[config.mk]
export PLATFORM = sky130hd
export DESIGN_NAME = line_follow_motor_controller_top
export DESIGN_NICKNAME = d
export VERILOG_FILES = /design/src/lfmc_pkg.sv /design/src/lfmc_ctrl.sv /design/src/lfmc_dp.sv /design/src/line_follow_motor_controller_top.sv
export SDC_FILE = /design/constraint.sdc
export NUM_CORES = 1
export LEC_CHECK = 0
export BUFFER_PORTS_ARGS = -buffer_cell sky130_fd_sc_hd__buf_2
export CAP_MARGIN = 20
export CORE_MARGIN = 4
export CORE_UTILIZATION = 55
export CTS_CLUSTER_DIAMETER = 80
export DETAILED_ROUTE_END_ITERATION = 6
export GPL_TIMING_DRIVEN = 1
export PLACE_DENSITY = 0.8
export SLEW_MARGIN = 20
export SYNTH_ARGS = -nofsm -noshare
export SYNTH_HDL_FRONTEND = slang
export SYNTH_SLANG_ARGS = --single-unit
[constraint.sdc]
create_clock -name clk_i -period 4.7 [get_ports clk_i]
set_input_delay 1.175 -clock clk_i [delete_from_list [all_inputs] [get_ports clk_i]]
set_output_delay 1.175 -clock clk_i [all_outputs]
set_load 0.005 [all_outputs]
[src/lfmc_pkg.sv]
// Package for the line-follow motor controller.
// Shared types, register indexes and constants; no dependencies.
package lfmc_pkg;

  // Default number of line sensors
  localparam int unsigned SENSOR_COUNT_DEF = 8;

  // Configuration port
  localparam int unsigned CFG_IDX_W  = 3;
  localparam int unsigned CFG_DATA_W = 8;

  typedef enum logic [CFG_IDX_W-1:0] {
    REG_LINE_FOLLOW_ENABLE = 3'd0,
    REG_TARGET_POSITION    = 3'd1,
    REG_GAIN_NUM           = 3'd2,
    REG_GAIN_SHIFT         = 3'd3,
    REG_POWER_CUTOFF       = 3'd4
  } cfg_reg_e;

  // Reset values of the registers
  localparam logic [6:0] TARGET_RST = 7'd45;
  localparam logic [7:0] GAIN_RST   = 8'd7;
  localparam logic [2:0] SHIFT_RST  = 3'd5;
  localparam logic [6:0] CUTOFF_RST = 7'd80;

  // Position constants
  localparam int unsigned POS_STEP   = 10;
  localparam int unsigned POS_CENTER = 45;
  localparam int unsigned POS_RIGHT  = 90;
  localparam int unsigned POS_LEFT   = 0;

  // Quotient bit index; the 3-bit index covers a quotient of up to 8 bits
  localparam int unsigned DIV_IDX_W = 3;

  typedef enum logic [1:0] {
    DIR_STRAIGHT = 2'd0,
    DIR_RIGHT    = 2'd1,
    DIR_LEFT     = 2'd2
  } dir_e;

  typedef enum logic [2:0] {
    ST_IDLE,
    ST_SUM,
    ST_DIV,
    ST_DIFF,
    ST_MUL,
    ST_DONE
  } state_e;

  // Controller -> datapath
  typedef struct packed {
    logic                 load;
    logic                 sum_en;
    logic                 div_step;
    logic [DIV_IDX_W-1:0] div_idx;
    logic                 diff_en;
    logic                 mul_en;
    logic                 commit;
  } cmd_t;

  // Datapath -> controller
  typedef struct packed {
    logic lf_mode;
    logic vel_zero;
  } status_t;

endpackage

[src/lfmc_ctrl.sv]
// Sequencer of the line-follow motor controller.
// Uses lfmc_pkg; drives lfmc_dp through cmd_t, reads status_t.
module lfmc_ctrl #(
  parameter int unsigned SENSOR_COUNT = lfmc_pkg::SENSOR_COUNT_DEF
) (
  input  logic              clk_i,
  input  logic              rst_ni,
  input  logic              s_valid_i,
  output logic              s_ready_o,
  output logic              m_valid_o,
  input  logic              m_ready_i,
  input  lfmc_pkg::status_t status_i,
  output lfmc_pkg::cmd_t    cmd_o
);

  localparam int unsigned QW = $clog2(lfmc_pkg::POS_STEP * SENSOR_COUNT + 1);

  lfmc_pkg::state_e state_q, state_d;
  logic [lfmc_pkg::DIV_IDX_W-1:0] cnt_q, cnt_d;
  logic m_valid_q, m_valid_d;
  logic out_free;

  assign out_free = !m_valid_q || m_ready_i;

  // next state
  always_comb begin
    state_d = state_q;
    cnt_d   = cnt_q;
    case (state_q)
      lfmc_pkg::ST_IDLE: begin
        if (s_valid_i) state_d = lfmc_pkg::ST_SUM;
      end
      lfmc_pkg::ST_SUM: begin
        cnt_d = lfmc_pkg::DIV_IDX_W'(QW - 1);
        if (status_i.lf_mode && !status_i.vel_zero) state_d = lfmc_pkg::ST_DIV;
        else state_d = lfmc_pkg::ST_DONE;
      end
      lfmc_pkg::ST_DIV: begin
        if (cnt_q == '0) state_d = lfmc_pkg::ST_DIFF;
        else cnt_d = cnt_q - 1'b1;
      end
      lfmc_pkg::ST_DIFF: state_d = lfmc_pkg::ST_MUL;
      lfmc_pkg::ST_MUL:  state_d = lfmc_pkg::ST_DONE;
      lfmc_pkg::ST_DONE: begin
        if (out_free) state_d = lfmc_pkg::ST_IDLE;
      end
      default: state_d = lfmc_pkg::ST_IDLE;
    endcase
  end

  // outputs
  always_comb begin
    cmd_o     = '0;
    s_ready_o = 1'b0;
    m_valid_d = m_valid_q && !m_ready_i;
    case (state_q)
      lfmc_pkg::ST_IDLE: begin
        s_ready_o  = 1'b1;
        cmd_o.load = s_valid_i;
      end
      lfmc_pkg::ST_SUM:  cmd_o.sum_en = 1'b1;
      lfmc_pkg::ST_DIV: begin
        cmd_o.div_step = 1'b1;
        cmd_o.div_idx  = cnt_q;
      end
      lfmc_pkg::ST_DIFF: cmd_o.diff_en = 1'b1;
      lfmc_pkg::ST_MUL:  cmd_o.mul_en  = 1'b1;
      lfmc_pkg::ST_DONE: begin
        if (out_free) begin
          cmd_o.commit = 1'b1;
          m_valid_d    = 1'b1;
        end
      end
      default: ;
    endcase
  end

  assign m_valid_o = m_valid_q;

  always_ff @(posedge clk_i or negedge rst_ni) begin
    if (!rst_ni) begin
      state_q   <= lfmc_pkg::ST_IDLE;
      cnt_q     <= '0;
      m_valid_q <= 1'b0;
    end else begin
      state_q   <= state_d;
      cnt_q     <= cnt_d;
      m_valid_q <= m_valid_d;
    end
  end

  // a result is only written into a free or draining output register
  a_commit_free: assert property (@(posedge clk_i) disable iff (!rst_ni)
    cmd_o.commit |-> (!m_valid_q || m_ready_i))
    else $error("commit overwrote a pending result");

  // an accepted beat always starts the sensor scan
  a_accept_scan: assert property (@(posedge clk_i) disable iff (!rst_ni)
    (s_valid_i && s_ready_o) |=> state_q == lfmc_pkg::ST_SUM)
    else $error("accepted beat did not start the scan");

  // every commit raises the output valid
  a_commit_valid: assert property (@(posedge clk_i) disable iff (!rst_ni)
    cmd_o.commit |=> m_valid_q)
    else $error("commit did not present a result");

  // the divider ends by stepping into the difference stage
  a_div_end: assert property (@(posedge clk_i) disable iff (!rst_ni)
    (state_q == lfmc_pkg::ST_DIV && cnt_q == '0) |=> state_q == lfmc_pkg::ST_DIFF)
    else $error("divider overran");

endmodule

[src/lfmc_dp.sv]
// Datapath of the line-follow motor controller: config registers, sensor
// scan, shift-subtract divider, gain multiply and saturation. Uses lfmc_pkg.
module lfmc_dp #(
  parameter int unsigned SENSOR_COUNT = lfmc_pkg::SENSOR_COUNT_DEF
) (
  input  logic                            clk_i,
  input  logic                            rst_ni,
  input  logic                            cfg_we_i,
  input  logic [lfmc_pkg::CFG_IDX_W-1:0]  cfg_idx_i,
  input  logic [lfmc_pkg::CFG_DATA_W-1:0] cfg_wdata_i,
  input  logic                            command_i,
  input  logic signed [7:0]               velocity_i,
  input  logic [SENSOR_COUNT-1:0]         sensor_bits_i,
  input  lfmc_pkg::cmd_t                  cmd_i,
  output lfmc_pkg::status_t               status_o,
  output logic signed [7:0]               motor_one_power_o,
  output logic signed [7:0]               motor_two_power_o
);

  localparam int unsigned MAXPOS = lfmc_pkg::POS_STEP * SENSOR_COUNT;
  localparam int unsigned QW     = $clog2(MAXPOS + 1);
  localparam int unsigned POS_W  = (QW > 7) ? QW : 7;
  localparam int unsigned SUM_W  = $clog2(MAXPOS * (SENSOR_COUNT + 1) / 2 + 1);
  localparam int unsigned LIT_W  = $clog2(SENSOR_COUNT + 1);
  localparam int unsigned CMP_W  = SUM_W + QW;
  localparam int unsigned PROD_W = POS_W + 8;
  localparam int unsigned ARI_W  = PROD_W + 2;

  // configuration
  logic       lf_en_q;
  logic [6:0] target_q;
  logic [7:0] gain_q;
  logic [2:0] shift_q;
  logic [6:0] cutoff_q;

  always_ff @(posedge clk_i or negedge rst_ni) begin
    if (!rst_ni) begin
      lf_en_q  <= 1'b0;
      target_q <= lfmc_pkg::TARGET_RST;
      gain_q   <= lfmc_pkg::GAIN_RST;
      shift_q  <= lfmc_pkg::SHIFT_RST;
      cutoff_q <= lfmc_pkg::CUTOFF_RST;
    end else if (cfg_we_i) begin
      case (cfg_idx_i)
        lfmc_pkg::REG_LINE_FOLLOW_ENABLE: lf_en_q  <= cfg_wdata_i[0];
        lfmc_pkg::REG_TARGET_POSITION:    target_q <= cfg_wdata_i[6:0];
        lfmc_pkg::REG_GAIN_NUM:           gain_q   <= cfg_wdata_i;
        lfmc_pkg::REG_GAIN_SHIFT:         shift_q  <= cfg_wdata_i[2:0];
        lfmc_pkg::REG_POWER_CUTOFF:       cutoff_q <= cfg_wdata_i[6:0];
        default: ;
      endcase
    end
  end

  // captured beat
  logic                    side_q;
  logic signed [7:0]       vel_q;
  logic [SENSOR_COUNT-1:0] bits_q;

  always_ff @(posedge clk_i) begin
    if (cmd_i.load) begin
      side_q <= command_i;
      vel_q  <= velocity_i;
      bits_q <= sensor_bits_i;
    end
  end

  assign status_o.lf_mode  = lf_en_q;
  assign status_o.vel_zero = (vel_q == '0);

  // sensor scan: weighted sum and lit count, sensor 0 is the MSB
  logic [SUM_W-1:0] sum_c;
  logic [LIT_W-1:0] lit_c;

  always_comb begin
    sum_c = '0;
    lit_c = '0;
    for (int unsigned i = 0; i < SENSOR_COUNT; i++) begin
      if (bits_q[SENSOR_COUNT-1-i]) begin
        sum_c = sum_c + SUM_W'(lfmc_pkg::POS_STEP * (i + 1));
        lit_c = lit_c + LIT_W'(1);
      end
    end
  end

  // divider: one quotient bit per step, MSB first
  logic [SUM_W-1:0] rem_q;
  logic [QW-1:0]    quo_q;
  logic [LIT_W-1:0] lit_q;
  logic [CMP_W-1:0] trial;
  logic             fits;

  assign trial = CMP_W'(lit_q) << cmd_i.div_idx;
  assign fits  = CMP_W'(rem_q) >= trial;

  always_ff @(posedge clk_i) begin
    if (cmd_i.sum_en) begin
      rem_q <= sum_c;
      lit_q <= lit_c;
      quo_q <= '0;
    end else if (cmd_i.div_step && fits) begin
      rem_q <= SUM_W'(CMP_W'(rem_q) - trial);
      quo_q[cmd_i.div_idx] <= 1'b1;
    end
  end

  // position select
  lfmc_pkg::dir_e   dir_q;
  logic [POS_W-1:0] pos_c;
  logic             partial_lit;

  assign partial_lit = (lit_q != '0) && (lit_q != LIT_W'(SENSOR_COUNT));

  always_comb begin
    if (lit_q == '0) begin
      case (dir_q)
        lfmc_pkg::DIR_RIGHT: pos_c = POS_W'(lfmc_pkg::POS_RIGHT);
        lfmc_pkg::DIR_LEFT:  pos_c = POS_W'(lfmc_pkg::POS_LEFT);
        default:             pos_c = POS_W'(lfmc_pkg::POS_CENTER);
      endcase
    end else if (!partial_lit) begin
      pos_c = POS_W'(lfmc_pkg::POS_RIGHT);
    end else begin
      pos_c = POS_W'(quo_q);
    end
  end

  // difference stage
  logic signed [POS_W:0] diff_c;
  logic [POS_W-1:0]      mag_q;
  logic                  neg_q;
  logic                  dir_upd_q;
  lfmc_pkg::dir_e        dir_new_q;

  assign diff_c = $signed({1'b0, POS_W'(target_q)}) - $signed({1'b0, pos_c});

  always_ff @(posedge clk_i) begin
    if (cmd_i.diff_en) begin
      neg_q     <= diff_c[POS_W];
      mag_q     <= diff_c[POS_W] ? POS_W'(-diff_c) : POS_W'(diff_c);
      dir_upd_q <= partial_lit;
      if (pos_c > POS_W'(target_q))      dir_new_q <= lfmc_pkg::DIR_RIGHT;
      else if (pos_c < POS_W'(target_q)) dir_new_q <= lfmc_pkg::DIR_LEFT;
      else                               dir_new_q <= lfmc_pkg::DIR_STRAIGHT;
    end
  end

  // gain multiply
  logic [PROD_W-1:0] corr_q;

  always_ff @(posedge clk_i) begin
    if (cmd_i.mul_en) corr_q <= (PROD_W'(mag_q) * PROD_W'(gain_q)) >> shift_q;
  end

  // steering and saturation
  logic signed [ARI_W-1:0] vel_x, corr_x, p1_x, p2_x;
  logic signed [7:0]       p1_c, p2_c;

  function automatic logic signed [7:0] sat_power(input logic signed [ARI_W-1:0] v,
                                                  input logic [6:0] hi);
    logic signed [7:0] r;
    if (v > $signed(ARI_W'(hi)))          r = $signed({1'b0, hi});
    else if (v < -$signed(ARI_W'(128)))   r = -8'sd128;
    else                                  r = v[7:0];
    return r;
  endfunction

  assign vel_x  = ARI_W'(vel_q);
  assign corr_x = neg_q ? -$signed({2'b00, corr_q}) : $signed({2'b00, corr_q});
  assign p1_x   = vel_x - corr_x;
  assign p2_x   = vel_x + corr_x;

  // held powers and last direction
  logic signed [7:0] held1_q, held2_q;

  always_comb begin
    if (lf_en_q) begin
      if (vel_q == '0) begin
        p1_c = '0;
        p2_c = '0;
      end else begin
        p1_c = sat_power(p1_x, cutoff_q);
        p2_c = sat_power(p2_x, cutoff_q);
      end
    end else begin
      p1_c = side_q ? held1_q : vel_q;
      p2_c = side_q ? vel_q : held2_q;
    end
  end

  always_ff @(posedge clk_i or negedge rst_ni) begin
    if (!rst_ni) begin
      dir_q   <= lfmc_pkg::DIR_STRAIGHT;
      held1_q <= '0;
      held2_q <= '0;
    end else if (cmd_i.commit) begin
      if (lf_en_q) begin
        if (vel_q != '0 && dir_upd_q) dir_q <= dir_new_q;
      end else begin
        held1_q <= p1_c;
        held2_q <= p2_c;
      end
    end
  end

  // output register
  logic signed [7:0] out1_q, out2_q;

  always_ff @(posedge clk_i) begin
    if (cmd_i.commit) begin
      out1_q <= p1_c;
      out2_q <= p2_c;
    end
  end

  assign motor_one_power_o = out1_q;
  assign motor_two_power_o = out2_q;

endmodule

[src/line_follow_motor_controller_top.sv]
// Line-follow motor controller, top level.
// Uses lfmc_pkg, lfmc_ctrl and lfmc_dp.
//
// Usage:
//  - Slave stream (s_axis_*): one beat per velocity command. tuser is the
//    motor select (0 motor one, 1 motor two); tdata holds velocity and the
//    line sensor byte (sensor 0 in the MSB).
//  - Master stream (m_axis_*): one beat per input beat with both motor powers.
//  - Config port: cfg_we_i writes register cfg_idx_i with cfg_wdata_i
//    (0 line_follow_enable, 1 target_position, 2 gain_num, 3 gain_shift,
//    4 power_cutoff); other indexes are ignored. Write only while idle.
// Sequence:
//  - Line-follow beat with nonzero velocity: accept, scan, QW divide steps
//    (7 at 8 sensors), difference, multiply, commit, then m_axis_tvalid
//    rises from its register. Manual or zero-velocity beats: accept,
//    scan, commit.
//  - One item is in flight at a time.
//  - Input is taken again the cycle after commit, even while the result
//    sits in the output register; a stalled receiver holds the result and
//    only the next commit waits for it.
// Reset: registers go to their reset values, direction straight, held
//  powers zero, no result pending.
module line_follow_motor_controller_top #(
  parameter int unsigned SENSOR_COUNT = lfmc_pkg::SENSOR_COUNT_DEF
) (
  input  logic                            clk_i,
  input  logic                            rst_ni,
  // slave stream
  input  logic                            s_axis_tvalid,
  output logic                            s_axis_tready,
  // [7:0] velocity, [8+SENSOR_COUNT-1:8] sensor_bits, zero padded
  input  logic [((8+SENSOR_COUNT+7)/8)*8-1:0] s_axis_tdata,
  // [0] command
  input  logic                            s_axis_tuser,
  // master stream
  output logic                            m_axis_tvalid,
  input  logic                            m_axis_tready,
  // [7:0] motor_one_power, [15:8] motor_two_power
  output logic [15:0]                     m_axis_tdata,
  // configuration
  input  logic                            cfg_we_i,
  input  logic [lfmc_pkg::CFG_IDX_W-1:0]  cfg_idx_i,
  input  logic [lfmc_pkg::CFG_DATA_W-1:0] cfg_wdata_i
);

  lfmc_pkg::cmd_t    cmd;
  lfmc_pkg::status_t status;
  logic signed [7:0] p1, p2;

  lfmc_ctrl #(
    .SENSOR_COUNT(SENSOR_COUNT)
  ) u_ctrl (
    .clk_i     (clk_i),
    .rst_ni    (rst_ni),
    .s_valid_i (s_axis_tvalid),
    .s_ready_o (s_axis_tready),
    .m_valid_o (m_axis_tvalid),
    .m_ready_i (m_axis_tready),
    .status_i  (status),
    .cmd_o     (cmd)
  );

  lfmc_dp #(
    .SENSOR_COUNT(SENSOR_COUNT)
  ) u_dp (
    .clk_i             (clk_i),
    .rst_ni            (rst_ni),
    .cfg_we_i          (cfg_we_i),
    .cfg_idx_i         (cfg_idx_i),
    .cfg_wdata_i       (cfg_wdata_i),
    .command_i         (s_axis_tuser),
    .velocity_i        ($signed(s_axis_tdata[7:0])),
    .sensor_bits_i     (s_axis_tdata[8+SENSOR_COUNT-1:8]),
    .cmd_i             (cmd),
    .status_o          (status),
    .motor_one_power_o (p1),
    .motor_two_power_o (p2)
  );

  assign m_axis_tdata = {p2, p1};

endmodule
# [Yosys cells after proc, flatten, opt, wreduce, memory -nomap -nowiden]
# Index checks and enable logic that the tools add are counted.
[classes] n_reduce_logical=28 n_addsub=21 n_bitwise=2 shift=2 eq_ne=16 order_cmp=9 mux=53 mul=1
[ops] op="$mux 9" n=9
[ops] op="$mux 8" n=10
[ops] op="$mux 4" n=9
[ops] op="$gt 17x8->1" n=2
[ops] op="$lt 17x8->1 const B" n=2
[ops] op="$add 9x6->9 const B" n=3
[ops] op="$add 4x1->4 const B" n=6
[ops] op="$mux 7" n=3
[ops] op="$add 9x7->9 const B" n=2
[ops] op="$pmux 3 s6" n=1
[ops] op="$add 8x17->17" n=1
[ops] op="$mux 17" n=1
[ops] op="$neg 15->17" n=1
[ops] op="$sub 8x17->17" n=1
[ops] op="$ge 9x16->1" n=1
[ops] op="$shl 4x3->16" n=1
[ops] op="$mul 7x8->15" n=1
[ops] op="$mux 3" n=5
[ops] op="$shr 15x3->15" n=1
[ops] op="$pmux 7 s2" n=1
[ops] op="$reduce_and 2->1" n=7
[ops] op="$eq 3x2->1 const B" n=4
[ops] op="$mux 1" n=11
[ops] op="$add 9x5->9 const B" n=1
[ops] op="other kinds (32)" n=48
[word_totals] in_bits=33 register_bits=130

# [Logic depth before layout (Yosys ltp)]
[logic_depth] ltp_word=16 mapped_depth=21

# [Modules after synthesis]
# Synthesis repeated with hierarchy kept, for this count alone.
[unflattened] cells_unflattened=1295 area_unflattened_um2=12090.3
[by_module_without_submodules] module="lfmc_dp" cells_per_inst=1246 n_inst=1 area_per_inst_um2=11629.9
[by_module_without_submodules] module="lfmc_ctrl" cells_per_inst=49 n_inst=1 area_per_inst_um2=460.4

# [Worst setup path before layout]
# OpenSTA, ideal clock, no wires.
[synth_timing] kind="flip-flop to flip-flop" from="reg u_dp.gain_q[2]" to="reg u_dp.corr_q[7], data pin" path_buffers=0 period_less_slack_ps=4845 stages_incl_launch_ff=19 arrival_ps=4575 slack_ps=-145 t_required_ps=4430 path_cell_list="dfstp_2 -> nand2_1 -> fa_1 -> inv_1 -> ha_1 -> inv_1 -> fa_1 -> fa_1 -> inv_1 -> ha_1 -> inv_1 -> o21bai_1 -> a2111oi_0 -> o31ai_1 -> a2111o_1 -> nand4_1 -> o21ai_0 -> mux2i_1 -> mux2i_1"
[synth_between] elab_chain_cells=2
[synth_lines] item="start, declared" line_no="lfmc_dp.sv:32" rtl="logic [7:0] gain_q;"
[synth_lines] item="start signal, assigned" line_no="lfmc_dp.sv:40" rtl="gain_q <= lfmc_pkg::GAIN_RST;"
[synth_lines] item="start signal, assigned" line_no="lfmc_dp.sv:47" rtl="lfmc_pkg::REG_GAIN_NUM: gain_q <= cfg_wdata_i;"
[synth_lines] item="$mul 7x8->15" line_no="lfmc_dp.sv:152" rtl="if (cmd_i.mul_en) corr_q <= (PROD_W'(mag_q) * PROD_W'(gain_q)) >> shift_q;"
[synth_lines] item="$shr 15x3->15" line_no="lfmc_dp.sv:152"
[synth_lines] item="end signal, assigned" line_no="lfmc_dp.sv:152"
[synth_lines] item="end, declared" line_no="lfmc_dp.sv:149" rtl="logic [PROD_W-1:0] corr_q;"
# No other way between the ends.
# A chain may end at the register's enable or synchronous reset.

# [Worst setup path in the final report]
[layout_timing] from="reg u_dp.mag_q[1]" to="reg u_dp.corr_q[7], data pin"
[layout_between] elab_chain_cells=2
[layout_lines] item="start, declared" line_no="lfmc_dp.sv:130" rtl="logic [POS_W-1:0] mag_q;"
[layout_lines] item="start signal, assigned" line_no="lfmc_dp.sv:140" rtl="mag_q <= diff_c[POS_W] ? POS_W'(-diff_c) : POS_W'(diff_c);"
[layout_lines] item="$mul 7x8->15" line_no="lfmc_dp.sv:152"
[layout_lines] item="$shr 15x3->15" line_no="lfmc_dp.sv:152"
# No other way between the ends.

==> key figures <==
Timing
  – Clock Skew: 6.27 ps
  – Part of the cycle the worst path needs: 103%
  – Max Fclk: 0.207 GHz
  – Final Slew Violations: 0
  – Worst Slack Setup Final: -126 ps
  – Final hold slack: 462 ps
  – Final Hold Vio Count: 0
  – Worst slew margin: 36.8%
  – Final setup viols: 10
  – RSZ-0062 raised after global routing: yes
  – Slew @ Worst Pin: 948 ps
  – Fin crit period: 4830 ps

GRT
  – Gr ovfl total: 0
  – Overall Global Routing Usage: 24.6%
  – Antenna violations before repair: 0
  – Largest net degree at the start of global routing: 52
  – Vias in the first global route: 10300
  – First-pass GRT wire length: 49.8 mm

Finish
  – Area grow syn2layout: 15.9%
  – Most common cell after layout, fill and taps aside: nand2_1
  – Most frequent cells in the layout: 114 x nand2_1, 112 x inv_1, 106 x ha_1
  – N_diodes: 0
  – Final #Nets: 1625
  – Fill cells: 1702
  – Share of cells above drive strength 1: 21.8%
  – Non-Filler Instances: 1736
  – Post-layout instance area: 14400 µm²

Synth
  – Top post-synthesis cells by area: edfxtp_1 17%, ha_1 12%, dfrtp_1 8.1%
  – Avg Synthesized Cell Area: 9.28 µm²
  – Syn Inst Count: 1336
  – Post-Synthesis Cell Area: 12400 µm²
  – Top_reg_cell synth: edfxtp_1
  – Number of enable flip-flop cells after synthesis: 72
  – Post-synth top area share: 17.4%
  – Netlist cell types: 99
  – Synthesized Nets: 1518
  – Post-synthesis register bit count: 130
  – Leading area contributor after synthesis: edfxtp_1
  – Syn. warnings: 0
  – Asr flop ratio synth: 39.2%
  – Sequential element share of the synthesized area: 29.0%

Placed design
  – Area post-placement: 13300 µm²
  – Placed insts: 1687
  – Final RePlAce weighted congestion: 0.963
  – DP HPWL: 23.0 mm
  – Port bufs: 50

Route
  – Routed vias/inst: 6.04
  – DRT Wirelength: 30.8 mm
  – First drt pass iteration count: 5
  – Wire length per cell: 17.7 µm
  – DRC errors left: 0
  – DRT iter0 DRCs: 768
  – Vias after detailed routing: 10500
  – Detail Route Antenna Nets: 0

Clock tree
  – Clock transition at path regs: 60 ps
  – H-tree depth: 4
  – Clk_lat worst skew: 430 ps
  – Inserted Clock Buffers: 17
  – Root Buffer: clkbuf_16
  – CTS sink count: 130
  – Clk buf depth: 2
  – TritonCTS clock tree: yes

Setup path
  – CP endpoint: u_dp.corr_q[7]
  – Critical Path Source: u_dp.mag_q[1]
  – Worst Path Required: 4860 ps
  – Launching point of the worst reg2reg path: u_dp.mag_q[1]
  – Worst setup EP type: flop
  – CP arrival: 4990 ps
  – Worst r2r path cells: 16
  – CP Max Fanout: 4
  – R2r endpoint: u_dp.corr_q[7]
  – CP Class: flop to flop
  – Reg2reg setup slack: -130 ps
  – Startpoint Class: flop

Die
  – Initial core utilization: 56.3%
  – Boundary pin count: 51
  – Die area: 25000 µm²
  – Die H: 158 µm
  – Core Footprint: 22000 µm²
  – Horiz. Die Dim: 158 µm
  – Row count: 54

Job
  – Max_cap viols: 0

Outcome
  – Outcome: finished, violations left
  – Failing checks: setup timing

Min path
  – Hold Path Class: flop to flop
-- cell usage after synthesis (4+ instances only) --
cell and n:
nor4_1 9, and2_1 47, a21o_1 29, mux2_2 40, dfxtp_1 7, nand2_1 115, or2_2 4, o21a_1 8
a211oi_1 20, o21ai_0 67, nand3b_1 5, xor2_1 30, ha_1 116, nor3b_1 6, o22ai_1 12, and3_1 9
a21oi_1 66, dfrtp_1 40, nor2_1 62, nor2b_1 23, nand4_1 10, or3_1 8, mux2i_1 39, o21ai_1 4
xnor2_1 64, edfxtp_1 72, buf_2 5, nand3_1 23, o31ai_1 20, o211ai_1 12, fa_1 33, buf_1 4
dfstp_2 11, a31oi_1 9, clkbuf_1 28, clkbuf_8 4, a31o_2 4, o21bai_1 5, nor3_1 22, nand2b_1 22
inv_1 117
-- cell families after synthesis --
logic type | Yosys count | synth area share [%]
fa+ha+maj | 149 | 17.0
simple gates | 392 | 16.4
flops | 130 | 29.0
buf+inv | 167 | 5.69
compound gates | 323 | 18.2
xor+xnor | 95 | 6.77
mux | 80 | 6.87
-- worst max-delay path: stages, from the launching register on --
cell and delay (ps):
edfxtp_1 470, and2_4 190, fa_1 530, inv_1 50
fa_1 490, fa_1 510, inv_1 50, fa_1 530
ha_4 230, a2111oi_4 380, buf_4 190, o31ai_4 60
a2111o_1 390, nand4_1 100, o21ai_2 80, mux2i_1 190
mux2i_1 110
-- through the flow --
stage | utilization (%) | setup TNS [ps] | setup slack (ps)
5_1_grt | 65.2 | -2880 | -318
2_1_floorplan | - | -25.8 | -25.8
4_1_cts | 64.1 | 0 | 0.536
6_report | 65.2 | -609 | -126
3_3_place_gp | 60.2 | -883 | -169
3_5_place_dp | 60.2 | -1710 | -263
-- timing repair --
action | CTS | global route
pin swaps | 30 | 24
setup endpoints to repair | 14 | 28
buffers inserted | 12 | 4
gates resized for setup | 32 | 40
hold buffers | 0 | 0
-- routing by layer --
metal,global-route usage (%),routed length [µm]
met5,0,0
met4,10.4,1210
met3,3.72,1760
met2,41.1,14800
met1,31.7,13000
-- registers in the layout, summed over array words and instances (netlist names), 2 cells and up --
| name | cells |
|---|---|
| u_dp.cutoff_q | 7 |
| u_dp.dir_q | 2 |
| u_dp.motor_one_power_o | 8 |
| u_ctrl.cnt_q | 3 |
| u_dp.bits_q | 8 |
| u_dp.vel_q | 8 |
| u_dp.target_q | 7 |
| u_dp.shift_q | 3 |
| u_dp.held2_q | 8 |
| u_dp.corr_q | 15 |
| u_dp.mag_q | 7 |
| u_dp.quo_q | 7 |
| u_dp.rem_q | 9 |
| u_dp.dir_new_q | 2 |
| u_dp.held1_q | 8 |
| u_dp.gain_q | 8 |
| u_ctrl.state_q | 3 |
| u_dp.lit_q | 4 |
| u_dp.motor_two_power_o | 8 |
-- area by class of cell --
class	count	area [µm²]	share of cell area (%)
Inverter	120	450	3.14
Tap cell	280	350	2.44
Clock buffer	20	437	3.04
Sequential cell	130	3590	25.0
Clock inverter	12	164	1.14
Timing Repair Buffer	135	898	6.25
Multi-Input combinational cell	1039	8470	59.0
-- how the worst min path moves through the flow --
stage | from | to | depth (start not counted)
2_1_floorplan | u_dp.quo_q[6] | u_dp.quo_q[6] | 2
3_3_place_gp | u_dp.dir_new_q[0] | u_dp.dir_q[0] | 2
3_5_place_dp | u_dp.quo_q[6] | u_dp.quo_q[6] | 2
4_1_cts | u_dp.quo_q[6] | u_dp.quo_q[6] | 2
5_1_grt | u_dp.quo_q[6] | u_dp.quo_q[6] | 2
6_report | u_dp.quo_q[6] | u_dp.quo_q[6] | 2
Power is left out: the tool's default activity adds up to more than one toggle a clock period on the data nets, which glitch-free logic cannot reach.
